File: config.mk
export PLATFORM = sky130hd
export DESIGN_NAME = uart_fractional_baud_divider
export DESIGN_NICKNAME = d
export VERILOG_FILES = /design/src/rtl/ufbd_pkg.sv /design/src/rtl/uart_fractional_baud_divider.sv
export SDC_FILE = /design/constraint.sdc
export NUM_CORES = 2
export LEC_CHECK = 0
export BUFFER_PORTS_ARGS = -buffer_cell sky130_fd_sc_hd__buf_2
export CORE_MARGIN = 2
export CORE_UTILIZATION = 65
export CTS_CLUSTER_DIAMETER = 200
export CTS_CLUSTER_SIZE = 25
export DETAILED_ROUTE_END_ITERATION = 10
export PLACE_DENSITY_LB_ADDON = 0.2
export SYNTH_ARGS = -nofsm -noshare
export SYNTH_HDL_FRONTEND = slang
export SYNTH_SLANG_ARGS = --single-unit
File: constraint.sdc
create_clock -name clk -period 13.8 [get_ports clk]
set_input_delay 1.38 -clock clk [delete_from_list [all_inputs] [get_ports clk]]
set_output_delay 1.38 -clock clk [all_outputs]
set_load 0.01 [all_outputs]
File: src/rtl/ufbd_pkg.sv
// ----------------------------------------------------------------------------
// ufbd_pkg
// Shared types, constants and helpers for the fractional baud divider search.
// ----------------------------------------------------------------------------
`default_nettype none

package ufbd_pkg;

    localparam logic [21:0] CLK_RATE     = 22'd3000000;
    localparam logic [24:0] CLK_RATE_X10 = 25'd30000000;
    localparam logic [19:0] SPEED_MIN    = 20'd100;
    localparam logic [19:0] SPEED_MAX    = 20'd62500;
    localparam logic [15:0] SPEED_DFLT   = 16'd9600;
    localparam logic [4:0]  PARITY_ODD   = 5'h08;
    localparam logic [4:0]  PARITY_EVEN  = 5'h18;
    localparam logic [4:0]  Q_FIRST      = 5'd11;
    localparam logic [4:0]  Q_LAST       = 5'd19;
    localparam logic [3:0]  NUM_LAST     = 4'd14;
    localparam logic [3:0]  DEN_LAST     = 4'd15;
    localparam logic [3:0]  DIV_STEPS_M1 = 4'd10;

    typedef enum logic [3:0] {
        ST_IDLE,
        ST_DIV0,
        ST_CHK0,
        ST_TMUL,
        ST_DIVT,
        ST_BMUL,
        ST_TCHK,
        ST_SRCH,
        ST_FLUSH,
        ST_OUT
    } ufbd_state_t;

    // Line control bits: word length code/6, stop bit code%2, parity (code/2)%3.
    function automatic logic [4:0] frame_bits(input logic [4:0] code);
        logic [4:0] wlen;
        logic [3:0] x;
        logic [4:0] par;
        if (code >= 5'd30)
            wlen = 5'd5;
        else if (code >= 5'd24)
            wlen = 5'd4;
        else if (code >= 5'd18)
            wlen = 5'd3;
        else if (code >= 5'd12)
            wlen = 5'd2;
        else if (code >= 5'd6)
            wlen = 5'd1;
        else
            wlen = 5'd0;
        x = code[4:1];
        if (x >= 4'd12)
            x = x - 4'd12;
        if (x >= 4'd6)
            x = x - 4'd6;
        if (x >= 4'd3)
            x = x - 4'd3;
        if (x == 4'd1)
            par = PARITY_ODD;
        else if (x == 4'd2)
            par = PARITY_EVEN;
        else
            par = 5'd0;
        return wlen + {2'b00, code[0], 2'b00} + par;
    endfunction

endpackage

`default_nettype wire

File: src/rtl/uart_fractional_baud_divider.sv
// ----------------------------------------------------------------------------
// uart_fractional_baud_divider
// Works out the UART divisor bytes and the fractional divider pair for a
// requested line speed, using one shared divide step and a small sequencer.
// ----------------------------------------------------------------------------
//  Channel | Handshake            | Payload
//  --------+----------------------+------------------------------------------
//  req     | req_valid/req_ready  | baud_rate, frame_format
//  res     | res_valid/res_ready  | format_bits, divisor_low/high, add_value,
//          |                      | mul_value, fraction_written, speed_defaulted
//
// One request at a time; req_ready is high only while the sequencer is idle.
// An exact divisor skips the search; otherwise 1..9 pre-scale steps are
// tried, stopping at the first that puts the residual ratio in range or at
// 1.9, then the 210-candidate fraction search runs. The restoring divider
// takes one quotient bit per cycle, 11 bits.
// A stalled result holds in the output register while the next request is
// accepted. Reset (rst_n, asynchronous) returns the sequencer to idle.
`default_nettype none

module uart_fractional_baud_divider (
    input  wire logic        clk,
    input  wire logic        rst_n,
    input  wire logic        req_valid,
    output logic             req_ready,
    input  wire logic [19:0] baud_rate,
    input  wire logic [4:0]  frame_format,
    output logic             res_valid,
    input  wire logic        res_ready,
    output logic [4:0]       format_bits,
    output logic [7:0]       divisor_low,
    output logic [7:0]       divisor_high,
    output logic [3:0]       add_value,
    output logic [3:0]       mul_value,
    output logic             fraction_written,
    output logic             speed_defaulted
);

    import ufbd_pkg::*;

    ufbd_state_t state_reg, state_next;

    // Control registers
    logic [3:0]  cnt_reg, cnt_next;
    logic [4:0]  t_reg, t_next;
    logic [3:0]  num_reg, num_next;
    logic [3:0]  den_reg, den_next;
    logic        p_valid_reg, p_valid_next;
    logic        have_reg, have_next;
    logic        res_valid_reg, res_valid_next;

    // Datapath registers
    logic [19:0] over_reg, over_next;
    logic [24:0] rem_reg, rem_next;
    logic [34:0] dsh_reg, dsh_next;
    logic [10:0] quo_reg, quo_next;
    logic [10:0] div_reg, div_next;
    logic [21:0] b_reg, b_next;
    logic [25:0] bden_reg, bden_next;
    logic [25:0] bnum_reg, bnum_next;
    logic [25:0] cden_reg, cden_next;
    logic [26:0] e_reg, e_next;
    logic [26:0] bd2_reg, bd2_next;
    logic [3:0]  p_den_reg, p_den_next;
    logic [3:0]  p_num_reg, p_num_next;
    logic [26:0] best_e_reg, best_e_next;
    logic [3:0]  best_d_reg, best_d_next;
    logic [3:0]  add_reg, add_next;
    logic [3:0]  mul_reg, mul_next;
    logic [4:0]  fmt_reg, fmt_next;
    logic        dflt_reg, dflt_next;

    // Output registers
    logic [4:0]  fmt_o_reg, fmt_o_next;
    logic [10:0] div_o_reg, div_o_next;
    logic [3:0]  add_o_reg, add_o_next;
    logic [3:0]  mul_o_reg, mul_o_next;
    logic        frac_o_reg, frac_o_next;
    logic        dflt_o_reg, dflt_o_next;

    logic        accept;
    logic        speed_ok;
    logic [15:0] speed;
    logic        div_ge;
    logic        div_last;
    logic [24:0] over_t;
    logic [30:0] over_q;
    logic [26:0] b19;
    logic [26:0] b11;
    logic        q_hit;
    logic [26:0] cand_sum;
    logic [26:0] cden_ext;
    logic [30:0] lhs;
    logic [30:0] rhs;
    logic        better;
    logic        out_free;

    assign accept   = req_valid && req_ready;
    assign speed_ok = (baud_rate >= SPEED_MIN) && (baud_rate <= SPEED_MAX);
    assign speed    = speed_ok ? baud_rate[15:0] : SPEED_DFLT;
    assign div_ge   = {10'd0, rem_reg} >= dsh_reg;
    assign div_last = (cnt_reg == DIV_STEPS_M1);
    assign over_t   = over_reg * t_reg;
    assign over_q   = over_reg * quo_reg;
    assign b19      = 27'(b_reg) * 27'd19;
    assign b11      = 27'(b_reg) * 27'd11;
    // Residual ratio strictly inside (1.1, 1.9), compared without division.
    assign q_hit    = ({2'b00, CLK_RATE_X10} < b19) && ({2'b00, CLK_RATE_X10} > b11);
    assign cand_sum = {1'b0, bden_reg} + {1'b0, bnum_reg};
    assign cden_ext = {1'b0, cden_reg};
    assign lhs      = e_reg * best_d_reg;
    assign rhs      = best_e_reg * p_den_reg;
    assign better   = have_reg ? (lhs < rhs) : (e_reg < bd2_reg);
    assign out_free = !res_valid_reg || res_ready;

    // Next state
    always_comb
    begin
        state_next = state_reg;
        unique case (state_reg)
            ST_IDLE:
            begin
                if (accept)
                    state_next = ST_DIV0;
            end
            ST_DIV0:
            begin
                if (div_last)
                    state_next = ST_CHK0;
            end
            ST_CHK0:
            begin
                state_next = (rem_reg == 25'd0) ? ST_OUT : ST_TMUL;
            end
            ST_TMUL:  state_next = ST_DIVT;
            ST_DIVT:
            begin
                if (div_last)
                    state_next = ST_BMUL;
            end
            ST_BMUL:  state_next = ST_TCHK;
            ST_TCHK:
            begin
                state_next = (q_hit || (t_reg == Q_LAST)) ? ST_SRCH : ST_TMUL;
            end
            ST_SRCH:
            begin
                if ((num_reg == NUM_LAST) && (den_reg == DEN_LAST))
                    state_next = ST_FLUSH;
            end
            ST_FLUSH: state_next = ST_OUT;
            ST_OUT:
            begin
                if (out_free)
                    state_next = ST_IDLE;
            end
            default:  state_next = ST_IDLE;
        endcase
    end

    // Datapath and outputs
    always_comb
    begin
        cnt_next       = cnt_reg;
        t_next         = t_reg;
        num_next       = num_reg;
        den_next       = den_reg;
        p_valid_next   = 1'b0;
        have_next      = have_reg;
        res_valid_next = res_valid_reg;
        over_next      = over_reg;
        rem_next       = rem_reg;
        dsh_next       = dsh_reg;
        quo_next       = quo_reg;
        div_next       = div_reg;
        b_next         = b_reg;
        bden_next      = bden_reg;
        bnum_next      = bnum_reg;
        cden_next      = cden_reg;
        e_next         = e_reg;
        bd2_next       = bd2_reg;
        p_den_next     = p_den_reg;
        p_num_next     = p_num_reg;
        best_e_next    = best_e_reg;
        best_d_next    = best_d_reg;
        add_next       = add_reg;
        mul_next       = mul_reg;
        fmt_next       = fmt_reg;
        dflt_next      = dflt_reg;
        fmt_o_next     = fmt_o_reg;
        div_o_next     = div_o_reg;
        add_o_next     = add_o_reg;
        mul_o_next     = mul_o_reg;
        frac_o_next    = frac_o_reg;
        dflt_o_next    = dflt_o_reg;

        if (res_valid_reg && res_ready)
            res_valid_next = 1'b0;

        // The candidate compare runs in the cycle after candidate generation.
        if (p_valid_reg && better)
        begin
            have_next   = 1'b1;
            best_e_next = e_reg;
            best_d_next = p_den_reg;
            add_next    = p_num_reg;
            mul_next    = p_den_reg;
        end

        unique case (state_reg)
            ST_IDLE:
            begin
                if (accept)
                begin
                    over_next = {speed, 4'd0};
                    rem_next  = {3'd0, CLK_RATE};
                    // The divisor starts at 16*speed shifted up by ten bits.
                    dsh_next  = {5'd0, speed, 14'd0};
                    quo_next  = 11'd0;
                    cnt_next  = 4'd0;
                    have_next = 1'b0;
                    add_next  = 4'd0;
                    mul_next  = 4'd0;
                    fmt_next  = frame_bits(frame_format);
                    dflt_next = !speed_ok;
                end
            end
            ST_DIV0, ST_DIVT:
            begin
                if (div_ge)
                    rem_next = rem_reg - dsh_reg[24:0];
                quo_next = {quo_reg[9:0], div_ge};
                dsh_next = dsh_reg >> 1;
                cnt_next = cnt_reg + 4'd1;
            end
            ST_CHK0:
            begin
                div_next = quo_reg;
                t_next   = Q_FIRST;
            end
            ST_TMUL:
            begin
                rem_next = CLK_RATE_X10;
                dsh_next = {over_t, 10'd0};
                quo_next = 11'd0;
                cnt_next = 4'd0;
            end
            ST_BMUL:
            begin
                div_next = quo_reg;
                b_next   = over_q[21:0];
            end
            ST_TCHK:
            begin
                t_next    = t_reg + 5'd1;
                num_next  = 4'd1;
                den_next  = 4'd1;
                bden_next = {4'd0, b_reg};
                bnum_next = {4'd0, b_reg};
                cden_next = {4'd0, CLK_RATE};
            end
            ST_SRCH:
            begin
                e_next       = (cden_ext > cand_sum) ? (cden_ext - cand_sum)
                                                     : (cand_sum - cden_ext);
                bd2_next     = {bden_reg, 1'b0};
                p_den_next   = den_reg;
                p_num_next   = num_reg;
                p_valid_next = 1'b1;
                if (den_reg == DEN_LAST)
                begin
                    den_next  = 4'd1;
                    bden_next = {4'd0, b_reg};
                    cden_next = {4'd0, CLK_RATE};
                    num_next  = num_reg + 4'd1;
                    bnum_next = bnum_reg + {4'd0, b_reg};
                end
                else
                begin
                    den_next  = den_reg + 4'd1;
                    bden_next = bden_reg + {4'd0, b_reg};
                    cden_next = cden_reg + {4'd0, CLK_RATE};
                end
            end
            ST_FLUSH:
            begin
            end
            ST_OUT:
            begin
                if (out_free)
                begin
                    res_valid_next = 1'b1;
                    fmt_o_next     = fmt_reg;
                    div_o_next     = div_reg;
                    add_o_next     = have_reg ? add_reg : 4'd0;
                    mul_o_next     = have_reg ? mul_reg : 4'd0;
                    frac_o_next    = have_reg;
                    dflt_o_next    = dflt_reg;
                end
            end
            default:
            begin
            end
        endcase
    end

    always_ff @(posedge clk or negedge rst_n)
    begin
        if (!rst_n)
        begin
            state_reg     <= ST_IDLE;
            cnt_reg       <= 4'd0;
            t_reg         <= Q_FIRST;
            num_reg       <= 4'd1;
            den_reg       <= 4'd1;
            p_valid_reg   <= 1'b0;
            have_reg      <= 1'b0;
            res_valid_reg <= 1'b0;
        end
        else
        begin
            state_reg     <= state_next;
            cnt_reg       <= cnt_next;
            t_reg         <= t_next;
            num_reg       <= num_next;
            den_reg       <= den_next;
            p_valid_reg   <= p_valid_next;
            have_reg      <= have_next;
            res_valid_reg <= res_valid_next;
        end
    end

    always_ff @(posedge clk)
    begin
        over_reg   <= over_next;
        rem_reg    <= rem_next;
        dsh_reg    <= dsh_next;
        quo_reg    <= quo_next;
        div_reg    <= div_next;
        b_reg      <= b_next;
        bden_reg   <= bden_next;
        bnum_reg   <= bnum_next;
        cden_reg   <= cden_next;
        e_reg      <= e_next;
        bd2_reg    <= bd2_next;
        p_den_reg  <= p_den_next;
        p_num_reg  <= p_num_next;
        best_e_reg <= best_e_next;
        best_d_reg <= best_d_next;
        add_reg    <= add_next;
        mul_reg    <= mul_next;
        fmt_reg    <= fmt_next;
        dflt_reg   <= dflt_next;
        fmt_o_reg  <= fmt_o_next;
        div_o_reg  <= div_o_next;
        add_o_reg  <= add_o_next;
        mul_o_reg  <= mul_o_next;
        frac_o_reg <= frac_o_next;
        dflt_o_reg <= dflt_o_next;
    end

    assign req_ready        = (state_reg == ST_IDLE);
    assign res_valid        = res_valid_reg;
    assign format_bits      = fmt_o_reg;
    assign divisor_low      = div_o_reg[7:0];
    assign divisor_high     = {5'd0, div_o_reg[10:8]};
    assign add_value        = add_o_reg;
    assign mul_value        = mul_o_reg;
    assign fraction_written = frac_o_reg;
    assign speed_defaulted  = dflt_o_reg;

    // A new result is only loaded from the hand-off state.
    a_res_from_out: assert property (@(posedge clk) disable iff (!rst_n)
        $rose(res_valid_reg) |-> $past(state_reg) == ST_OUT)
        else $error("result raised outside the hand-off state");

    // A fraction, when written, always has a non-zero pair.
    a_frac_pair: assert property (@(posedge clk) disable iff (!rst_n)
        (res_valid_reg && frac_o_reg) |-> (add_o_reg != 4'd0) && (mul_o_reg != 4'd0))
        else $error("fraction written with a zero term");

    // The pre-scale step stays within 1.1 .. 1.9 while it is in use.
    a_q_range: assert property (@(posedge clk) disable iff (!rst_n)
        (state_reg == ST_TMUL || state_reg == ST_DIVT || state_reg == ST_TCHK)
        |-> (t_reg >= Q_FIRST) && (t_reg <= Q_LAST))
        else $error("pre-scale step out of range");

    // Candidate generation only visits DEN 1..15 and NUM 1..14.
    a_cand_range: assert property (@(posedge clk) disable iff (!rst_n)
        (state_reg == ST_SRCH) |-> (den_reg != 4'd0) && (num_reg != 4'd0)
        && (num_reg <= NUM_LAST))
        else $error("search candidate out of range");

    // The pipelined compare is live only straight after a search cycle.
    a_pipe_valid: assert property (@(posedge clk) disable iff (!rst_n)
        p_valid_reg |-> $past(state_reg) == ST_SRCH)
        else $error("compare stage valid without a candidate");

endmodule

`default_nettype wire
Yosys cells after proc, flatten, opt, wreduce, memory -nomap -nowiden --
Cells that the tools add are included.
Cells by class: muxes and demuxes 64, $lt $le $gt $ge 16, div/mod/pow operators 0, bitwise operators 0, multipliers 6, reduce and logical (&&, ||, !) cells 23, eq/ne operators 22, shift-type cells 0, add/subtract/negate cells 16
Operators by type and width (count):
- 26-bit case mux with 2 select lines | 3
- 35-bit case mux with 3 select lines | 1
- 4-bit two-way mux | 24
- 26-bit two-way mux | 3
- 25-bit case mux with 3 select lines | 1
- 27-bit by 4-bit multiplier with 31-bit output | 2
- 26-bit by 22-bit adder with 26-bit output | 2
- 25-bit two-way mux | 2
- 4-bit case mux with 10 select lines | 1
- 25-bit by 35-bit >= comparator with 1-bit output | 1
- 35-bit two-way mux | 1
- 11-bit case mux with 3 select lines | 1
- 31-bit less-than comparator | 1
- 5-bit two-way mux | 6
- 26-bit by 26-bit adder with 27-bit output | 1
- 26-bit by 27-bit greater-than comparator with 1-bit output | 1
- 25-bit by 27-bit less-than comparator with 1-bit output (first input constant) | 1
- 27-bit less-than comparator | 1
- 27-bit two-way mux | 1
- 26-bit by 27-bit subtractor with 27-bit output | 1
- 27-bit by 26-bit subtractor with 27-bit output | 1
- 26-bit by 22-bit adder with 26-bit output (second input constant) | 1
- 25-bit by 26-bit greater-than comparator with 1-bit output (first input constant) | 1
- 25-bit zero test | 1
- 45 further kinds | 88
Word-level totals: latch bits 0, RAM bits 0, memories 0, input bits 29, output and inout port bits 33, word-level logic and storage cells 180, register bits after elaboration 350, ROM bits 0

Depth between registers and ports, before layout --
depth in word-level cells 18, mapped depth 28, mapped depth without buffers 26

Worst setup path after synthesis --
Ideal clock, no wire load.
kind reg-to-reg, start register p_den_reg[3], end register best_d_reg[0] (enable), cell stages (with the launch flop) 27, arrival time 6.331 ns, buffers on the path 2, setup time 0.382 ns, slack 7.087 ns, period minus slack after synthesis 6.713 ns, cell sequence edfxtp_1 -> clkbuf_1 -> nand2_1 -> fa_1 -> fa_1 -> inv_1 -> fa_1 -> a21o_1 -> a21oi_1 -> o21ai_0 -> a21oi_1 -> o31a_1 -> a221oi_1 -> a21o_1 -> a221o_1 -> a21oi_1 -> xor2_1 -> ha_1 -> a21o_1 -> a21o_1 -> a21oi_1 -> o21ai_0 -> a22oi_1 -> o41ai_1 -> or4_1 -> clkbuf_1 -> inv_1
Between the ends: cells in the longest elaborated chain, start to end 4
RTL lines:
- from (decl) | RTL line uart_fractional_baud_divider.sv:64 | logic [3:0] p_den_reg, p_den_next;
- from (signal assigned) | RTL line uart_fractional_baud_divider.sv:346 | p_den_reg <= p_den_next;
- 27-bit by 4-bit multiplier with 31-bit output | RTL line uart_fractional_baud_divider.sv:112 | assign rhs = best_e_reg * p_den_reg;
- 31-bit less-than comparator | RTL line uart_fractional_baud_divider.sv:113 | assign better = have_reg ? (lhs < rhs) : (e_reg < bd2_reg);
- 1-bit two-way mux | RTL line uart_fractional_baud_divider.sv:113
- 1-bit logical AND | RTL line uart_fractional_baud_divider.sv:201 | if (p_valid_reg && better)
- to (signal assigned) | RTL line uart_fractional_baud_divider.sv:349 | best_d_reg <= best_d_next;
- to (decl) | RTL line uart_fractional_baud_divider.sv:67 | logic [3:0] best_d_reg, best_d_next;
No other way between the ends. A chain may end at the register's enable or synchronous reset.

Worst setup path in the final report --
start register p_den_reg[3], end register best_e_reg[19] (enable)
Between the ends: cells in the longest elaborated chain, start to end 4
RTL lines:
- 27-bit by 4-bit multiplier with 31-bit output | RTL line uart_fractional_baud_divider.sv:112
- 31-bit less-than comparator | RTL line uart_fractional_baud_divider.sv:113
- 1-bit two-way mux | RTL line uart_fractional_baud_divider.sv:113
- 1-bit logical AND | RTL line uart_fractional_baud_divider.sv:201
- to (signal assigned) | RTL line uart_fractional_baud_divider.sv:348 | best_e_reg <= best_e_next;
- to (decl) | RTL line uart_fractional_baud_divider.sv:66 | logic [26:0] best_e_reg, best_e_next;
No other way between the ends.

==> results.md <==
| Result | Reported |
| --- | --- |
| Final critical delay including setup and external delays | 7.80 ns |
| Largest net degree at the start of global routing | 48 |
| Post-synthesis async set-or-reset flop share | 7.41% |
| CTS tree | yes |
| Core Rows | 84 |
| Number of antenna violations at the first check in global routing | 1 |
| Post-synth EDFFs | 292 |
| CTS sink count | 324 |
| Count of cell types in the netlist | 87 |
| DPL Wire Length | 58,700 microns |
| Share of the clock period used by the worst path | 56.6% |
| PortBufs | 56 |
| Worst stage delay on the critical path | 0.87 ns |
| Crit path max fanout | 27 |
| Cell-by-cell listing of the critical path | nand2_1, fa_1, fa_1, inv_1, fa_1, a21o_1, a21oi_1, o21ai_0, a21oi_1, o31a_1, a221oi_1, a2111oi_0, nor2_1, xnor2_1, ha_1, a21o_1, a21o_1, a21oi_1, o21ai_0, a22oi_1, o41ai_1, or4_1, inv_1 |
| Total routing usage reported by global routing | 28.0% |
| Vias in the first global route | 26,200 |
| Worst clock skew on the final layout | 0.0259 ns |
| Worst max-slew margin expressed relative to the limit | 24.3% |
| Detailed-router iteration count before antenna repair | 7 |
| Average wire per standard cell | 17.1 microns |
| Largest register FFs | 35 |
| Most frequent cells in the layout | 593 x sky130_fd_sc_hd__inv_1, 390 x sky130_fd_sc_hd__ha_1, 372 x sky130_fd_sc_hd__nand2_1 |
| Actual slew at the worst max-slew pin | 1.13 ns |
| Fraction of the mapped netlist area in compound gates | 13.5% |
| Average cell area after synthesis | 9.23 sq um |
| Buffer and inverter count on the worst path | 2 |
| Floorplan Core Area | 52,700 sq um |
| TritonCTS buffer count | 16 |
| Cell with the biggest individual delay on the critical path | sky130_fd_sc_hd__inv_1 |
| Maximum buffer depth of the clock tree | 3 |
| Cell family with most CP delay | compound AO/OA/AOI/OAI gates |
| Die Ht | 235 microns |
| Most frequently used flop master after synthesis | sky130_fd_sc_hd__edfxtp_1 |
| Critical path class | reg2reg |
| RSZ-0062 raised after global routing | no |
| Clock transition at the register clock pins on the worst setup and hold paths after CTS | 0.11 ns |
| Clk Latency, worst-skew pair | 0.54 ns |
| Via Count | 26,000 |
| Sort of element at the start of the critical path | flip-flop |
| Layout cells sized above 1 | 3.68% |
| Number of fill cells in the layout | 4,266 |
| Most common cell after layout, fill and taps aside | sky130_fd_sc_hd__inv_1 |
| Crit. End Element | flip-flop |
| Count of inserted antenna diode cells | 0 |
| Area used by sequential logic in the layout | 9540 sq um |
| Sequential element share of the synthesized area | 27.5% |
| Number of H-tree levels | 1 |
| Outcome | finished, final reports clean |
| Path category of the worst min-delay check | reg2reg |
| Count of mapped cells out of synthesis | 3,752 |
| Total congestion overflow after global routing | 0 |
| Hold Worst Slack | 0.419 ns |
| Ports | 62 |
| Multiplexer fraction of the synthesized cell area | 1.05% |
| Hold-fix buffer count after cts | 0 |
| Pre-CTS setup slack | 6.02 ns |
| Max-slew violation count | 0 |
| Number of vias per cell after detailed routing | 5.84 |
| Dominant combinational cell family by area after synthesis | adder cells |
| Number of nets in the final layout | 4,414 |
| Root Buffer | sky130_fd_sc_hd__clkbuf_16 |
| Total DRC errors in the routed layout | 0 |
| Setup Buffers After CTS | 0 |
| Xor/xnor share of the synthesized area | 5.31% |
| Multi-input gate area in the final layout | 22,500 sq um |
| Count of instances resized after the clock tree is built | 0 |
| Simple-gate area share of the yosys netlist | 16.3% |
| Number of setup violations in the final report | 0 |
| Mapped Area | 34,600 sq um |
| Initial Utilization | 65.8% |
| Worst Path Arrival | 7.95 ns |
| Post-route worst setup slack | 6.00 ns |
| Horiz. Die Dim | 235 microns |
| Adder and majority cell fraction of the synthesized area | 28.6% |
| Final count of hold timing violations | 0 |
| Initial DRC count | 1,758 |
| Count of state elements after synthesis | 324 |
| Residual antenna-violating net count after detailed routing | 0 |
| First-pass GRT wire length | 129,000 microns |
| Highest clock rate | 128 MHz |
| Setup TNS after final layout | 0 ns |
| Synth warn | 0 |
| Routability cong. | 0.896 |
| Count of maximum capacitance violations | 0 |
| Die Footprint | 55,100 sq um |
| Required time of the critical path | 13.95 ns |
| Area growth from synthesis to layout | 3.93% |
| Total Routed Length | 75,800 microns |
==> Yosys cell counts, drive strengths merged (9+ instances only) <==
master	instances	area share (%)
inv	596	6.5
ha	390	14
nand2	372	4.0
edfxtp	292	25
and2	261	4.7
fa	251	15
o21ai	183	2.6
a21oi	180	2.6
nor2	161	1.7
xnor2	126	3.2
clkbuf	92	1.0
xor2	84	2.1
a21o	82	1.8
nor3	62	0.90
nand3	59	0.85
nand2b	37	0.67
nor2b	35	0.63
a211oi	34	0.75
mux2i	33	0.95
a31oi	30	0.54
and3	30	0.54
o21a	27	0.59
o21bai	27	0.59
nand4	24	0.43
o211ai	23	0.51
o31ai	20	0.45
dfrtp	19	1.4
nor4	19	0.34
or3	19	0.34
a2111oi	12	0.45
buf	11	0.23
o41ai	10	0.30
a22oi	9	0.20
a31o	9	0.23
==> layout make-up <==
cell class / instances / area share, %
Clock buffer: 28 / 1.30
Inverter: 597 / 6.23
Multi-Input combinational cell: 2732 / 62.5
Sequential cell: 324 / 26.5
Tap cell: 688 / 2.39
Timing Repair Buffer: 73 / 1.13
==> metal layers <==
metal,part of all wire (%),GRT usage [%]
met1,42,36.1
met2,50,50.3
met3,4.1,2.43
met4,3.1,8.19
met5,0,0
==> through the flow <==
step / utilization (%) / area [sq um] / instances
floorplan: - / 34600 / 3756
global placement: 67.5 / 35500 / 4414
detailed placement: 67.5 / 35500 / 4414
CTS: 68.3 / 36000 / 4442
global route: 68.3 / 36000 / 4442
finish: 68.3 / 36000 / 4442
==> cells by family after synthesis <==
logic type,after synthesis
buf+inv,700
compound gates,716
fa+ha+maj,641
other cells,1
xor+xnor,210
mux,36
simple gates,1124
flops,324
==> final timing paths <==
kind                                   startpoint                   endpoint  slack, ns  cells after the start
max in group asynchronous                   rst_n     den_reg[3]$_DFFE_PN0P_      12.52                      1
min                            dflt_reg$_DFFE_PP_  speed_defaulted$_DFFE_PP_       0.42                      0
min in group asynchronous                   rst_n       t_reg[4]$_DFFE_PN0P_       0.86                      1
max                        p_den_reg[3]$_DFFE_PP_   best_e_reg[19]$_DFFE_PP_       6.00                     23
min reg2reg                    dflt_reg$_DFFE_PP_  speed_defaulted$_DFFE_PP_       0.42                      0
max reg2reg                p_den_reg[3]$_DFFE_PP_   best_e_reg[19]$_DFFE_PP_       6.00                     23
Power is not shown: default switching activity piles up to over one toggle a cycle in this logic, so the estimate is an artifact.
